**config.mk**
```make
export PLATFORM = sky130hd
export DESIGN_NAME = triangle_isoband_polygon_clip_unit
export DESIGN_NICKNAME = d
export VERILOG_FILES = /design/src/hdl/tic_pkg.sv /design/src/hdl/tic_front.sv /design/src/hdl/tic_fifo.sv /design/src/hdl/tic_back.sv /design/src/hdl/triangle_isoband_polygon_clip_unit.sv
export SDC_FILE = /design/constraint.sdc
export NUM_CORES = 2
export LEC_CHECK = 0
export BUFFER_PORTS_ARGS = -buffer_cell sky130_fd_sc_hd__buf_4
export CORE_MARGIN = 10
export CORE_UTILIZATION = 55
export CTS_BUF_LIST = sky130_fd_sc_hd__clkbuf_16
export DETAILED_ROUTE_END_ITERATION = 6
export PLACE_DENSITY = 0.77
export SETUP_SLACK_MARGIN = 0.4
export SYNTH_ARGS = -nofsm -noshare
export SYNTH_HDL_FRONTEND = slang
export SYNTH_SLANG_ARGS = --single-unit
```
**constraint.sdc**
```tcl
create_clock -name clk -period 23.7 [get_ports clk]
set_clock_uncertainty 0.15 [all_clocks]
set_input_delay 0 -clock clk [delete_from_list [all_inputs] [get_ports clk]]
set_output_delay 0 -clock clk [all_outputs]
set_load 0.02 [all_outputs]
```
**src/hdl/tic_pkg.sv**
```systemverilog
// Shared types and helpers for the triangle iso-band polygon clip unit.
// Used by tic_front, tic_back and the top level; no dependencies.
package tic_pkg;

  localparam int LEV_W = 21;
  localparam int LAM_W = 17;
  localparam int SLOTS = 9;

  typedef logic signed [LEV_W-1:0] level_t;
  typedef logic signed [15:0] value_t;

  typedef enum logic [1:0] {
    REG_LEVEL_BASE = 2'd0,
    REG_LEVEL_STEP = 2'd1,
    REG_LEVEL_COUNT = 2'd2,
    REG_BAND_TOL = 2'd3
  } reg_index_t;

  typedef struct packed {
    logic [2:0] band;
    level_t lo;
    level_t hi;
    value_t f0;
    value_t f1;
    value_t f2;
    logic [SLOTS-1:0] mask;
    logic [3:0] count;
    logic last;
    logic emit;
  } band_t;

  function automatic logic [1:0] next_corner(input logic [1:0] e);
    next_corner = (e == 2'd2) ? 2'd0 : e + 2'd1;
  endfunction

  function automatic level_t ext_value(input value_t v);
    ext_value = {{(LEV_W-16){v[15]}}, v};
  endfunction

  // Level crossed in position sel (0 nearer the start corner) on edge fi->fj
  function automatic level_t cross_level(input value_t fi, input value_t fj,
                                         input level_t lo, input level_t hi,
                                         input logic sel);
    logic desc;
    desc = (fj < fi);
    cross_level = (desc ^ sel) ? hi : lo;
  endfunction

  function automatic logic crosses(input value_t fi, input value_t fj, input level_t lv);
    level_t a;
    level_t b;
    a = ext_value(fi);
    b = ext_value(fj);
    crosses = (fi != fj) && ((a <= lv && b >= lv) || (a >= lv && b <= lv));
  endfunction

endpackage

```
**src/hdl/tic_front.sv**
```systemverilog
// Front part: accepts triangles and classifies each band, one band a cycle while the queue is not full.
// Pushes band descriptors into the queue; depends on tic_pkg.
module tic_front #(
  parameter int MAX_LEVELS = 8,
  parameter int COORD_BITS = 16
) (
  input  logic clk,
  input  logic rst,
  input  logic in_valid,
  output logic in_stall,
  input  logic [6*COORD_BITS-1:0] in_crd,
  input  tic_pkg::value_t in_f0,
  input  tic_pkg::value_t in_f1,
  input  tic_pkg::value_t in_f2,
  input  tic_pkg::value_t level_base,
  input  logic [15:0] level_step,
  input  logic [3:0] level_count,
  input  logic [7:0] band_tolerance,
  input  logic q_full,
  output logic push,
  output tic_pkg::band_t push_band,
  output logic [6*COORD_BITS-1:0] push_crd
);
  import tic_pkg::*;

  typedef enum logic {F_IDLE, F_RUN} fstate_t;

  fstate_t state;
  logic [6*COORD_BITS-1:0] crd;
  value_t f [3];
  level_t lo;
  level_t hi;
  logic [2:0] b;
  logic [2:0] nb;
  logic [3:0] cnt_eff;
  logic [SLOTS-1:0] mask;
  logic [3:0] count;
  logic last;
  level_t tol;

  assign in_stall = (state != F_IDLE);
  assign cnt_eff = (level_count > 4'(MAX_LEVELS)) ? 4'(MAX_LEVELS) : level_count;
  assign hi = lo + level_t'({5'b0, level_step});
  assign tol = level_t'({13'b0, band_tolerance});
  assign last = (b == nb - 3'd1);

  always_comb begin
    level_t fj;
    mask = '0;
    for (int e = 0; e < 3; e++) begin
      fj = ext_value(f[next_corner(2'(e))]);
      mask[3*e]   = crosses(f[e], f[next_corner(2'(e))],
                            cross_level(f[e], f[next_corner(2'(e))], lo, hi, 1'b0));
      mask[3*e+1] = crosses(f[e], f[next_corner(2'(e))],
                            cross_level(f[e], f[next_corner(2'(e))], lo, hi, 1'b1));
      mask[3*e+2] = (lo - tol <= fj) && (fj <= hi + tol);
    end
    count = '0;
    for (int s = 0; s < SLOTS; s++) begin
      count = count + 4'(mask[s]);
    end
  end

  assign push = (state == F_RUN) && !q_full;
  assign push_crd = crd;
  always_comb begin
    push_band.band = b;
    push_band.lo = lo;
    push_band.hi = hi;
    push_band.f0 = f[0];
    push_band.f1 = f[1];
    push_band.f2 = f[2];
    push_band.mask = mask;
    push_band.count = count;
    push_band.last = last;
    push_band.emit = (count > 4'd2);
  end

  always_ff @(posedge clk) begin
    if (rst) begin
      state <= F_IDLE;
    end else begin
      case (state)
        F_IDLE: begin
          if (in_valid) begin
            crd <= in_crd;
            f[0] <= in_f0;
            f[1] <= in_f1;
            f[2] <= in_f2;
            lo <= ext_value(level_base);
            b <= '0;
            nb <= 3'(cnt_eff - 4'd1);
            // fewer than two levels: no band, nothing to do
            if (cnt_eff >= 4'd2) state <= F_RUN;
          end
        end
        F_RUN: begin
          if (!q_full) begin
            lo <= hi;
            b <= b + 3'd1;
            if (last) state <= F_IDLE;
          end
        end
        default: state <= F_IDLE;
      endcase
    end
  end

endmodule

```
**src/hdl/tic_fifo.sv**
```systemverilog
// Two-entry queue between the front and back parts.
// Generic payload width; no package dependency.
module tic_fifo #(
  parameter int WIDTH = 8
) (
  input  logic clk,
  input  logic rst,
  input  logic push,
  input  logic [WIDTH-1:0] wdata,
  input  logic pop,
  output logic [WIDTH-1:0] rdata,
  output logic full,
  output logic empty
);
  logic [WIDTH-1:0] mem [2];
  logic wr_ptr;
  logic rd_ptr;
  logic [1:0] fill;

  assign full = (fill == 2'd2);
  assign empty = (fill == 2'd0);
  assign rdata = mem[rd_ptr];

  always_ff @(posedge clk) begin
    if (push) mem[wr_ptr] <= wdata;
  end

  always_ff @(posedge clk) begin
    if (rst) begin
      wr_ptr <= 1'b0;
      rd_ptr <= 1'b0;
      fill <= 2'd0;
    end else begin
      if (push) wr_ptr <= ~wr_ptr;
      if (pop) rd_ptr <= ~rd_ptr;
      fill <= fill + 2'(push) - 2'(pop);
    end
  end

endmodule

```
**src/hdl/tic_back.sv**
```systemverilog
// Back part: walks band slots, divides and interpolates crossings, emits vertices.
// Holds one vertex back to mark the triangle's last result; depends on tic_pkg.
module tic_back #(
  parameter int COORD_BITS = 16
) (
  input  logic clk,
  input  logic rst,
  input  logic q_empty,
  output logic pop,
  input  tic_pkg::band_t q_band,
  input  logic [6*COORD_BITS-1:0] q_crd,
  output logic out_valid,
  input  logic out_stall,
  output logic signed [COORD_BITS-1:0] vertex_x,
  output logic signed [COORD_BITS-1:0] vertex_y,
  output logic [2:0] band_index,
  output logic [3:0] vertex_index,
  output logic polygon_end,
  output logic triangle_end
);
  import tic_pkg::*;

  localparam int P_W = COORD_BITS + 1 + LAM_W + 1;

  typedef enum logic [2:0] {B_IDLE, B_SLOT, B_DIV, B_MUL, B_ADD, B_PUSH, B_END} bstate_t;

  bstate_t state;
  band_t ent;
  logic [6*COORD_BITS-1:0] crd;
  logic [1:0] e;
  logic [1:0] t;
  logic [1:0] j;
  logic [3:0] k;
  logic [LAM_W-1:0] rem;
  logic [LAM_W-1:0] den;
  logic [15:0] q;
  logic [3:0] dcnt;
  logic [LAM_W-1:0] lam;
  logic signed [P_W-1:0] prod_x;
  logic signed [P_W-1:0] prod_y;
  logic signed [COORD_BITS-1:0] cand_x;
  logic signed [COORD_BITS-1:0] cand_y;
  logic held_valid;
  logic signed [COORD_BITS-1:0] held_x;
  logic signed [COORD_BITS-1:0] held_y;
  logic [2:0] held_band;
  logic [3:0] held_idx;
  logic held_pend;

  value_t fv [3];
  logic signed [COORD_BITS-1:0] px [3];
  logic signed [COORD_BITS-1:0] py [3];
  value_t fi;
  value_t fj;
  level_t lv;
  level_t num;
  level_t dff;
  logic [LAM_W-1:0] an;
  logic [LAM_W-1:0] ad;
  logic [LAM_W:0] rem2;
  logic rem_ge;
  logic [3:0] slot;
  logic last_slot;
  logic out_free;
  logic out_load;
  logic signed [COORD_BITS:0] dx;
  logic signed [COORD_BITS:0] dy;
  logic signed [P_W-1:0] lam_s;
  logic signed [P_W-1:0] sum_x;
  logic signed [P_W-1:0] sum_y;

  always_comb begin
    fv[0] = ent.f0;
    fv[1] = ent.f1;
    fv[2] = ent.f2;
    for (int c = 0; c < 3; c++) begin
      px[c] = crd[2*c*COORD_BITS +: COORD_BITS];
      py[c] = crd[(2*c+1)*COORD_BITS +: COORD_BITS];
    end
  end

  assign j = next_corner(e);
  assign fi = fv[e];
  assign fj = fv[j];
  assign lv = cross_level(fi, fj, ent.lo, ent.hi, t[0]);
  assign num = ext_value(fi) - lv;
  assign dff = ext_value(fi) - ext_value(fj);
  assign an = num[LEV_W-1] ? LAM_W'(-num) : LAM_W'(num);
  assign ad = dff[LEV_W-1] ? LAM_W'(-dff) : LAM_W'(dff);
  assign rem2 = {rem, 1'b0};
  assign rem_ge = (rem2 >= {1'b0, den});
  assign slot = 4'(e) * 4'd3 + 4'(t);
  assign last_slot = (e == 2'd2) && (t == 2'd2);
  assign out_free = !out_valid || !out_stall;
  assign pop = (state == B_IDLE) && !q_empty;
  // load a held vertex into the output register this cycle
  assign out_load = held_valid && out_free &&
                    ((state == B_PUSH) || ((state == B_END) && ent.last));

  assign dx = {px[j][COORD_BITS-1], px[j]} - {px[e][COORD_BITS-1], px[e]};
  assign dy = {py[j][COORD_BITS-1], py[j]} - {py[e][COORD_BITS-1], py[e]};
  assign lam_s = P_W'($signed({1'b0, lam}));
  assign sum_x = P_W'(px[e]) + ((prod_x + P_W'(32768)) >>> 16);
  assign sum_y = P_W'(py[e]) + ((prod_y + P_W'(32768)) >>> 16);

  always_ff @(posedge clk) begin
    if (rst) begin
      state <= B_IDLE;
      held_valid <= 1'b0;
      out_valid <= 1'b0;
    end else begin
      if (out_load) out_valid <= 1'b1;
      else if (out_valid && !out_stall) out_valid <= 1'b0;
      case (state)
        B_IDLE: begin
          if (!q_empty) begin
            ent <= q_band;
            crd <= q_crd;
            e <= 2'd0;
            t <= 2'd0;
            k <= 4'd0;
            state <= q_band.emit ? B_SLOT : B_END;
          end
        end
        B_SLOT: begin
          if (!ent.mask[slot]) begin
            // advance past an empty slot
            if (last_slot) begin
              state <= B_END;
            end else if (t == 2'd2) begin
              e <= e + 2'd1;
              t <= 2'd0;
            end else begin
              t <= t + 2'd1;
            end
          end else if (t == 2'd2) begin
            cand_x <= px[j];
            cand_y <= py[j];
            state <= B_PUSH;
          end else if (an == ad) begin
            lam <= LAM_W'(1) << 16;
            state <= B_MUL;
          end else begin
            rem <= an;
            den <= ad;
            q <= '0;
            dcnt <= '0;
            state <= B_DIV;
          end
        end
        B_DIV: begin
          rem <= rem_ge ? LAM_W'(rem2 - {1'b0, den}) : LAM_W'(rem2);
          q <= {q[14:0], rem_ge};
          dcnt <= dcnt + 4'd1;
          if (dcnt == 4'd15) begin
            lam <= {1'b0, q[14:0], rem_ge};
            state <= B_MUL;
          end
        end
        B_MUL: begin
          prod_x <= P_W'(dx) * lam_s;
          prod_y <= P_W'(dy) * lam_s;
          state <= B_ADD;
        end
        B_ADD: begin
          cand_x <= sum_x[COORD_BITS-1:0];
          cand_y <= sum_y[COORD_BITS-1:0];
          state <= B_PUSH;
        end
        B_PUSH: begin
          if (!held_valid || out_free) begin
            if (held_valid) begin
              vertex_x <= held_x;
              vertex_y <= held_y;
              band_index <= held_band;
              vertex_index <= held_idx;
              polygon_end <= held_pend;
              triangle_end <= 1'b0;
            end
            held_valid <= 1'b1;
            held_x <= cand_x;
            held_y <= cand_y;
            held_band <= ent.band;
            held_idx <= k;
            held_pend <= (k == ent.count - 4'd1);
            k <= k + 4'd1;
            if (last_slot) begin
              state <= B_END;
            end else if (t == 2'd2) begin
              e <= e + 2'd1;
              t <= 2'd0;
              state <= B_SLOT;
            end else begin
              t <= t + 2'd1;
              state <= B_SLOT;
            end
          end
        end
        B_END: begin
          // flush the held vertex as the triangle's last result
          if (!ent.last || !held_valid) begin
            state <= B_IDLE;
          end else if (out_free) begin
            vertex_x <= held_x;
            vertex_y <= held_y;
            band_index <= held_band;
            vertex_index <= held_idx;
            polygon_end <= held_pend;
            triangle_end <= 1'b1;
            held_valid <= 1'b0;
            state <= B_IDLE;
          end
        end
        default: state <= B_IDLE;
      endcase
    end
  end

endmodule

```
**src/hdl/triangle_isoband_polygon_clip_unit.sv**
```systemverilog
// Top level of the triangle iso-band polygon clip unit: config registers,
// front classifier, band queue and back vertex generator; depends on tic_pkg.
//
//   channel  direction  handshake            payload
//   in       input      in_valid / in_stall  corner0..2 x, y, value
//   out      output     out_valid/out_stall  vertex_x/y, band_index, vertex_index, ends
//   cfg      input      cfg_we               cfg_index, cfg_data
//
// The front takes a triangle, then classifies its bands (level_count - 1, at most MAX_LEVELS - 1) in turn.
// The back walks the slots in turn, skipping empty ones; a corner vertex goes straight to the push, a
// crossing vertex passes the shared divider, then the multiply and add; the divider sets the pace.
// Synchronous active-high reset clears control state; no clearing pass.
// A stalled output holds the back; a full queue holds the front.
module triangle_isoband_polygon_clip_unit #(
  parameter int MAX_LEVELS = 8,
  parameter int COORD_BITS = 16
) (
  input  logic clk,
  input  logic rst,
  input  logic in_valid,
  output logic in_stall,
  input  logic signed [COORD_BITS-1:0] corner0_x,
  input  logic signed [COORD_BITS-1:0] corner0_y,
  input  logic signed [15:0] corner0_value,
  input  logic signed [COORD_BITS-1:0] corner1_x,
  input  logic signed [COORD_BITS-1:0] corner1_y,
  input  logic signed [15:0] corner1_value,
  input  logic signed [COORD_BITS-1:0] corner2_x,
  input  logic signed [COORD_BITS-1:0] corner2_y,
  input  logic signed [15:0] corner2_value,
  output logic out_valid,
  input  logic out_stall,
  output logic signed [COORD_BITS-1:0] vertex_x,
  output logic signed [COORD_BITS-1:0] vertex_y,
  output logic [2:0] band_index,
  output logic [3:0] vertex_index,
  output logic polygon_end,
  output logic triangle_end,
  input  logic cfg_we,
  input  logic [1:0] cfg_index,
  input  logic [15:0] cfg_data
);
  import tic_pkg::*;

  localparam int Q_W = $bits(band_t) + 6*COORD_BITS;

  value_t level_base;
  logic [15:0] level_step;
  logic [3:0] level_count;
  logic [7:0] band_tolerance;

  logic push;
  logic pop;
  logic q_full;
  logic q_empty;
  band_t push_band;
  band_t q_band;
  logic [6*COORD_BITS-1:0] push_crd;
  logic [6*COORD_BITS-1:0] q_crd;
  logic [Q_W-1:0] q_rdata;

  always_ff @(posedge clk) begin
    if (rst) begin
      level_base <= '0;
      level_step <= 16'd4096;
      level_count <= 4'd8;
      band_tolerance <= 8'd0;
    end else if (cfg_we) begin
      case (reg_index_t'(cfg_index))
        REG_LEVEL_BASE: level_base <= cfg_data;
        REG_LEVEL_STEP: level_step <= cfg_data;
        REG_LEVEL_COUNT: level_count <= cfg_data[3:0];
        REG_BAND_TOL: band_tolerance <= cfg_data[7:0];
        default: ;
      endcase
    end
  end

  tic_front #(.MAX_LEVELS(MAX_LEVELS), .COORD_BITS(COORD_BITS)) u_front (
    .clk(clk), .rst(rst), .in_valid(in_valid), .in_stall(in_stall),
    .in_crd({corner2_y, corner2_x, corner1_y, corner1_x, corner0_y, corner0_x}),
    .in_f0(corner0_value), .in_f1(corner1_value), .in_f2(corner2_value),
    .level_base(level_base), .level_step(level_step), .level_count(level_count),
    .band_tolerance(band_tolerance), .q_full(q_full), .push(push),
    .push_band(push_band), .push_crd(push_crd)
  );

  tic_fifo #(.WIDTH(Q_W)) u_queue (
    .clk(clk), .rst(rst), .push(push), .wdata({push_band, push_crd}),
    .pop(pop), .rdata(q_rdata), .full(q_full), .empty(q_empty)
  );

  assign q_band = q_rdata[Q_W-1 -: $bits(band_t)];
  assign q_crd = q_rdata[6*COORD_BITS-1:0];

  tic_back #(.COORD_BITS(COORD_BITS)) u_back (
    .clk(clk), .rst(rst), .q_empty(q_empty), .pop(pop), .q_band(q_band),
    .q_crd(q_crd), .out_valid(out_valid), .out_stall(out_stall),
    .vertex_x(vertex_x), .vertex_y(vertex_y), .band_index(band_index),
    .vertex_index(vertex_index), .polygon_end(polygon_end),
    .triangle_end(triangle_end)
  );

  a_tri_end_closes_polygon: assert property (@(posedge clk) disable iff (rst)
    out_valid && triangle_end |-> polygon_end)
    else $error("triangle end without polygon end");

  a_vertex_index_range: assert property (@(posedge clk) disable iff (rst)
    out_valid |-> vertex_index <= 4'd8)
    else $error("vertex index out of range");

  a_band_range: assert property (@(posedge clk) disable iff (rst)
    out_valid |-> 32'(band_index) < MAX_LEVELS - 1)
    else $error("band index out of range");

  a_queue_no_overflow: assert property (@(posedge clk) disable iff (rst)
    q_full |=> !(q_full && push && !$past(pop)) || !$past(push))
    else $error("queue overflow");

endmodule

```
# Word-level counts from Yosys, hierarchy flattened
# Memories as Yosys holds them, arrays and structs flattened. A register that Yosys moved wholly into a read port is not among the register bits.
# Index checks and enable logic that the tools add are counted.
dict set report op_classes {
  magnitude_cmp 41
  mux 136
  n_eq_ne 35
  add_sub_neg 33
  n_reduce_logical 71
  n_bitwise 10
  n_mul 3
}
# cell n
set op_table {}
lappend op_table {{$mux W16} 24}
lappend op_table {{$le A16 B21 Y1} 15}
lappend op_table {{$ge A16 B21 Y1} 12}
lappend op_table {{$bmux W16 S2} 6}
lappend op_table {{$mux W21} 9}
lappend op_table {{$mux W17} 10}
lappend op_table {{$pmux W16 S2} 4}
lappend op_table {{$pmux W17 S2} 2}
lappend op_table {{$add A32 B17 Y32 const B} 2}
lappend op_table {{$lt A16 B16 Y1} 4}
lappend op_table {{$mul A17 B18 Y32} 2}
lappend op_table {{$le A21 B16 Y1} 3}
lappend op_table {{$sub A16 B16 Y17} 3}
lappend op_table {{$mux W3} 16}
lappend op_table {{$ne A16 B16 Y1} 3}
lappend op_table {{$mux W15} 3}
lappend op_table {{$pmux W21 S2} 1}
lappend op_table {{$mux W4} 10}
lappend op_table {{$neg A17 Y17} 2}
lappend op_table {{$add A16 B16 Y16} 2}
lappend op_table {{$pmux W15 S2} 1}
lappend op_table {{$add A4 B1 Y4} 7}
lappend op_table {{$logic_and A1 B1 Y1} 28}
lappend op_table {{$mux W1} 27}
lappend op_table {{other kinds (55)} 133}
dict set report word_totals {
  output_inout_bits 43
  in_bits 167
  wordCells 379
  register_bits 635
  ramBits 456
  memories 2
}
# memory words word_bits rd rd_ports_with_merged_regs wr line_no
set mem_list {}
lappend mem_list {u_queue.mem 2 204 1 1 1 tic_fifo.sv:15} ;# logic [WIDTH-1:0] mem [2];
lappend mem_list {u_front.f 3 16 3 0 3 tic_front.sv:30} ;# value_t f [3];

# Depth between registers and ports, before layout
dict set report depth {
  ltp_word 17
  mapped_depth 48
  ltp_nobuf 42
}

# By module
# A second synthesis with hierarchy kept.
dict set report hier_totals {
  hier_cells 6727
  hier_area_um2 77642.0
}
# mod seq_area_each_um2 instances area_each_um2 cells_per_inst
set by_module_without_submodules {}
lappend by_module_without_submodules {tic_back 12952.4 1 41212.0 4017}
lappend by_module_without_submodules {tic_front 5154.9 1 19043.3 1888}
lappend by_module_without_submodules {tic_fifo 12351.8 1 15600.0 656}
lappend by_module_without_submodules {triangle_isoband_polygon_clip_unit 880.8 1 1786.7 166}

# Worst setup path before layout
# OpenSTA, ideal clock, no wires.
dict set report synth_timing {
  kind {reg2reg}
  start {register u_back.e[0]}
  end {register u_back.prod_x[31] (data pin)}
  period_less_slack_ps 10932
  path_buffers 7
  required_time_ps 23290
  path_stages_with_launch 43
  path_slack_ps 12768
  t_arrival_ps 10522
  setup_time_ps 260
  path_cell_list {edfxtp_1 clkbuf_1 buf_1 clkbuf_1 inv_1 ha_1 clkbuf_1 clkbuf_1 clkbuf_1 mux2i_1 nor2_1 a21oi_1 ha_1 fa_1 nor2b_1 o21ai_0 a21boi_0 o41ai_1 (+7 left out) fa_1 inv_1 fa_1 fa_1 fa_1 fa_1 inv_1 fa_1 ha_1 o2111ai_1 o21ai_0 o211ai_1 a311oi_1 o21ai_0 a21boi_0 o21a_1 nor2_1 xnor2_1}
}
dict set report synth_via {
  elab_chain_len 8
  word_cells_on_any_way 13
  classes_between {add/sub (2); mul (1); eq/ne (1); mux (7); bitwise (2)}
}
# element line_no
set synth_rtl {}
lappend synth_rtl {{start: declaration} tic_back.sv:30} ;# logic [1:0] e;
lappend synth_rtl {{start signal: assignment} tic_back.sv:131} ;# e <= e + 2'd1;
lappend synth_rtl {{start signal: assignment} tic_back.sv:190} ;# e <= e + 2'd1;
lappend synth_rtl {{$add A2 B1 Y2 or $eq A2 B2 Y1 (tied branches)} tic_pkg.sv:33} ;# next_corner = (e == 2'd2) ? 2'd0 : e + 2'd1;
lappend synth_rtl {{$mux W2} tic_pkg.sv:33}
lappend synth_rtl {{$not A2 Y3 (not written as such)} tic_back.sv:100} ;# assign dx = {px[j][COORD_BITS-1], px[j]} - {px[e][COORD_BITS-1], px[e]};
lappend synth_rtl {{$bmux W16 S2} tic_back.sv:100}
lappend synth_rtl {{$mux W16 (not written as such) (2 in series)} tic_back.sv:100}
lappend synth_rtl {{$sub A16 B16 Y17 *} tic_back.sv:100}
lappend synth_rtl {{$mul A17 B18 Y32 *} tic_back.sv:161} ;# prod_x <= P_W'(dx) * lam_s;
lappend synth_rtl {{end signal: assignment} tic_back.sv:161}
lappend synth_rtl {{end: declaration} tic_back.sv:39} ;# logic signed [P_W-1:0] prod_x;
# Every way passes the cells marked *; elsewhere a longest branch is shown, timed or not. The select of a mux whose other input is x is not followed.
# A chain may end at the register's enable or synchronous reset.

# Worst setup path after layout
# Same ends and word-level chain as after synthesis.

==> metrics.md <==
| Metric | Value |
|---|---|
| Outcome | finished, violations left |
| Failing checks | DRC |
| Gate count after technology mapping | 6,812 |
| PortBufs | 209 |
| Cells taking the most area after synthesis | edfxtp_1 39%, ha_1 13%, fa_1 12%, inv_1 3.6%, mux2_2 3.3% |
| CP max stage delay | 0.76 ns |
| DR vias | 55,864 |
| CP max stage cell | buf_4 |
| Synth top area share | 39.3% |
| Top FF cell, synth | edfxtp_1 |
| Syn nets | 8,246 |
| Clock transition at path regs | 0.06 ns |
| Post-DR vias/cell | 5.99 |
| Drt wl/cell | 24.4 um |
| WP data arrival | 12.70 ns |
| Max Fclk | 80.8 MHz |
| Ys async rst share | 0% |
| CP required | 24.03 ns |
| Initial antenna violation count | 4 |
| Initial core utilization | 55.3% |
| Max-slew violations | 0 |
| Buf/Inv on CP | 6 |
| RSZ-0062 raised after global routing | no |
| Die height | 394 um |
| Setup violators final | 0 |
| EDFF count, synth | 1,007 |
| Largest net degree at the start of global routing | 160 |
| Clock sinks | 1,062 |
| Vias in the first global route | 57,891 |
| CTS max path bufs | 3 |
| Die Wd | 394 um |
| CP delay by family, top | compound AO/OA/AOI/OAI gates |
| Global route overflow | 0 |
| Max Cap Viol | 0 |
| Cell variety after synth | 101 |
| Final worst path period need | 12.37 ns |
| H-tree levels | 3 |
| CP Max Fanout | 47 |
| Final hold violation count | 0 |
| Mapped Avg Cell Area | 11.3 um^2 |
| Commonest cells after routing, fill and taps aside | 1,007 x edfxtp_1, 802 x ha_1, 763 x inv_1, 626 x nand2_1, 463 x fa_1 |
| Worst min path class | input port to register |
| HPWL after DPL | 155,000 um |
| Critical path class | register to register |
| Area of the mapped netlist | 77,000 um^2 |
| Final WL | 228,000 um |
| Dominant cell type by area after synthesis | edfxtp_1 |
| Die area | 155,000 um^2 |
| Row count | 137 |
| First-pass GRT wire length | 345,000 um |
| Synth Register Bits | 1,062 |
| Clk Latency, worst-skew pair | 0.77 ns |
| Critical Path Start Type | register |
| Num ports | 210 |
| CTS tree | yes |
| Post-synthesis sequential area ratio | 40.7% |
| CTS Root Cell | clkbuf_16 |
| Filler instances | 10,413 |
| First DRT Iteration DRCs | 4,656 |
| Overall Global Routing Usage | 28.7% |
| Slew @ Worst Pin | 1.26 ns |
| Core area | 139,000 um^2 |
| TNS Setup | 0 ns |
| Antenna-violating nets left | 0 |
| Total iterations of the first detailed-routing run | 7 |
| Crit share post-route | 52.2% |
| Num CTS Buffers | 104 |
| Final nets | 8,794 |
| Commonest non-fill, non-tap cell in the layout | edfxtp_1 |
| Relative slew slack | 15.7% |
| Fraction of layout cells with a size suffix above 1 | 10.9% |
| DRC viols | 3 |
| Synth warnings | 0 |
| CP Capture Type | register |
| P&R area growth vs syn | 14.4% |
| Routability cong. | 1.01 |
==> state kept, by name, summed over array words and instances (netlist names), 17 cells and up, named ones only <==
register,count
u_back.prod_x,17
u_back.crd,96
u_front.lo,21
u_back.den,17
u_back.lam,17
u_back.prod_y,17
u_back.rem,17
u_front.push_crd,96
u_front.f,48
u_queue.mem,408
u_back.ent,107
==> per-layer routing <==
metal | wire, um | GRT usage [%]
met2 | 111000 | 49.1
met3 | 17000 | 5.36
met1 | 82400 | 33.1
met5 | 11 | 0
met4 | 16800 | 18.1
==> worst reg2reg max path, delay by kind of cell, from the launching register on <==
kind,cells,cell delay [ns]
AO/OA/AOI/OAI,17,4.05
XOR/XNOR,1,0.11
adder cells (fa/ha/maj),9,4.04
buffers and inverters,6,2.10
flip-flops,1,0.62
AND/OR/NAND/NOR,4,1.02
==> logic make-up (layout without fill, tap and decap cells) <==
logic type | Yosys count | count (layout) | synth area share (%)
AO/OA/AOI/OAI | 1002 | 1002 | 8.41
buffers and inverters | 967 | 1604 | 4.74
adder cells (fa/ha/maj) | 1267 | 1267 | 25.1
AND/OR/NAND/NOR | 1777 | 1777 | 11.4
other | 0 | 2 | 0
multiplexers | 451 | 451 | 6.27
flip-flops | 1062 | 1062 | 40.7
XOR/XNOR | 286 | 286 | 3.35
==> cells in the mapped netlist, types with 20 or more instances <==
| cell type | instances |
|---|---|
| o21a_1 | 117 |
| nand3_1 | 71 |
| nand2_1 | 626 |
| nor4_1 | 21 |
| nor2_1 | 309 |
| o31ai_1 | 22 |
| a21oi_1 | 295 |
| clkbuf_1 | 206 |
| a31oi_1 | 28 |
| mux2_2 | 228 |
| nand2b_1 | 70 |
| xor2_1 | 86 |
| xnor2_1 | 194 |
| a21o_1 | 147 |
| nand4_1 | 103 |
| fa_1 | 463 |
| edfxtp_1 | 1007 |
| a211oi_1 | 26 |
| mux2i_1 | 221 |
| inv_1 | 740 |
| nor3_1 | 80 |
| and3_1 | 49 |
| dfxtp_1 | 55 |
| a21boi_0 | 20 |
| and2_1 | 180 |
| nor2b_1 | 140 |
| ha_1 | 804 |
| or2_2 | 33 |
| o21ai_0 | 200 |
==> metrics by stage <==
| stage | area [um^2] | util [%] | std cells | setup WS (ns) | hold slack (ns) |
|---|---|---|---|---|---|
| 2_1_floorplan | 77000 | - | 6812 | 12.77 | -0.0511 |
| 3_3_place_gp | 81200 | 58.3 | 8791 | 11.87 | 0.0283 |
| 3_5_place_dp | 81200 | 58.3 | 8791 | 11.68 | 0.0293 |
| 4_1_cts | 88100 | 63.2 | 9325 | 11.61 | 0.0207 |
| 5_1_grt | 88100 | 63.2 | 9326 | 10.64 | 0.111 |
| 6_report | 88100 | 63.2 | 9327 | 11.33 | 0.0901 |
==> final timing paths <==
path                                                  from  slack (ns)  depth (start not counted)                      endpoint
worst max register to register   u_back.e[0]$_SDFFCE_PN0P_       11.33                         37   u_back.prod_x[31]$_DFFE_PP_
worst min-delay path                           cfg_data[3]        0.09                          5   level_count[3]$_SDFFE_PP1P_
worst min register to register  u_back.held_y[3]$_DFFE_PP_        0.27                          0  u_back.vertex_y[3]$_DFFE_PP_
worst max-delay path             u_back.e[0]$_SDFFCE_PN0P_       11.33                         37   u_back.prod_x[31]$_DFFE_PP_
==> layout make-up <==
cell class	instances	area [um^2]	share of cell area (%)
inverter	743	2790	3.17
clock buffer	105	2630	2.98
timing repair buffer	666	5870	6.67
antenna	2	5.00	0.00568
tap	1876	2350	2.66
clock inverter	90	871	0.988
multi-input combinational	4783	42200	48.0
sequential	1062	31300	35.6
==> repair_timing <==
item / CTS / global route
hold buffers: 339 / 0
setup buffers: 0 / 0
resized for setup: 0 / 0
endpoints found under the hold margin: 213 / 0
Power is left out: the tool's default activity adds up to more than one toggle a clock period on the data nets, which glitch-free logic cannot reach.
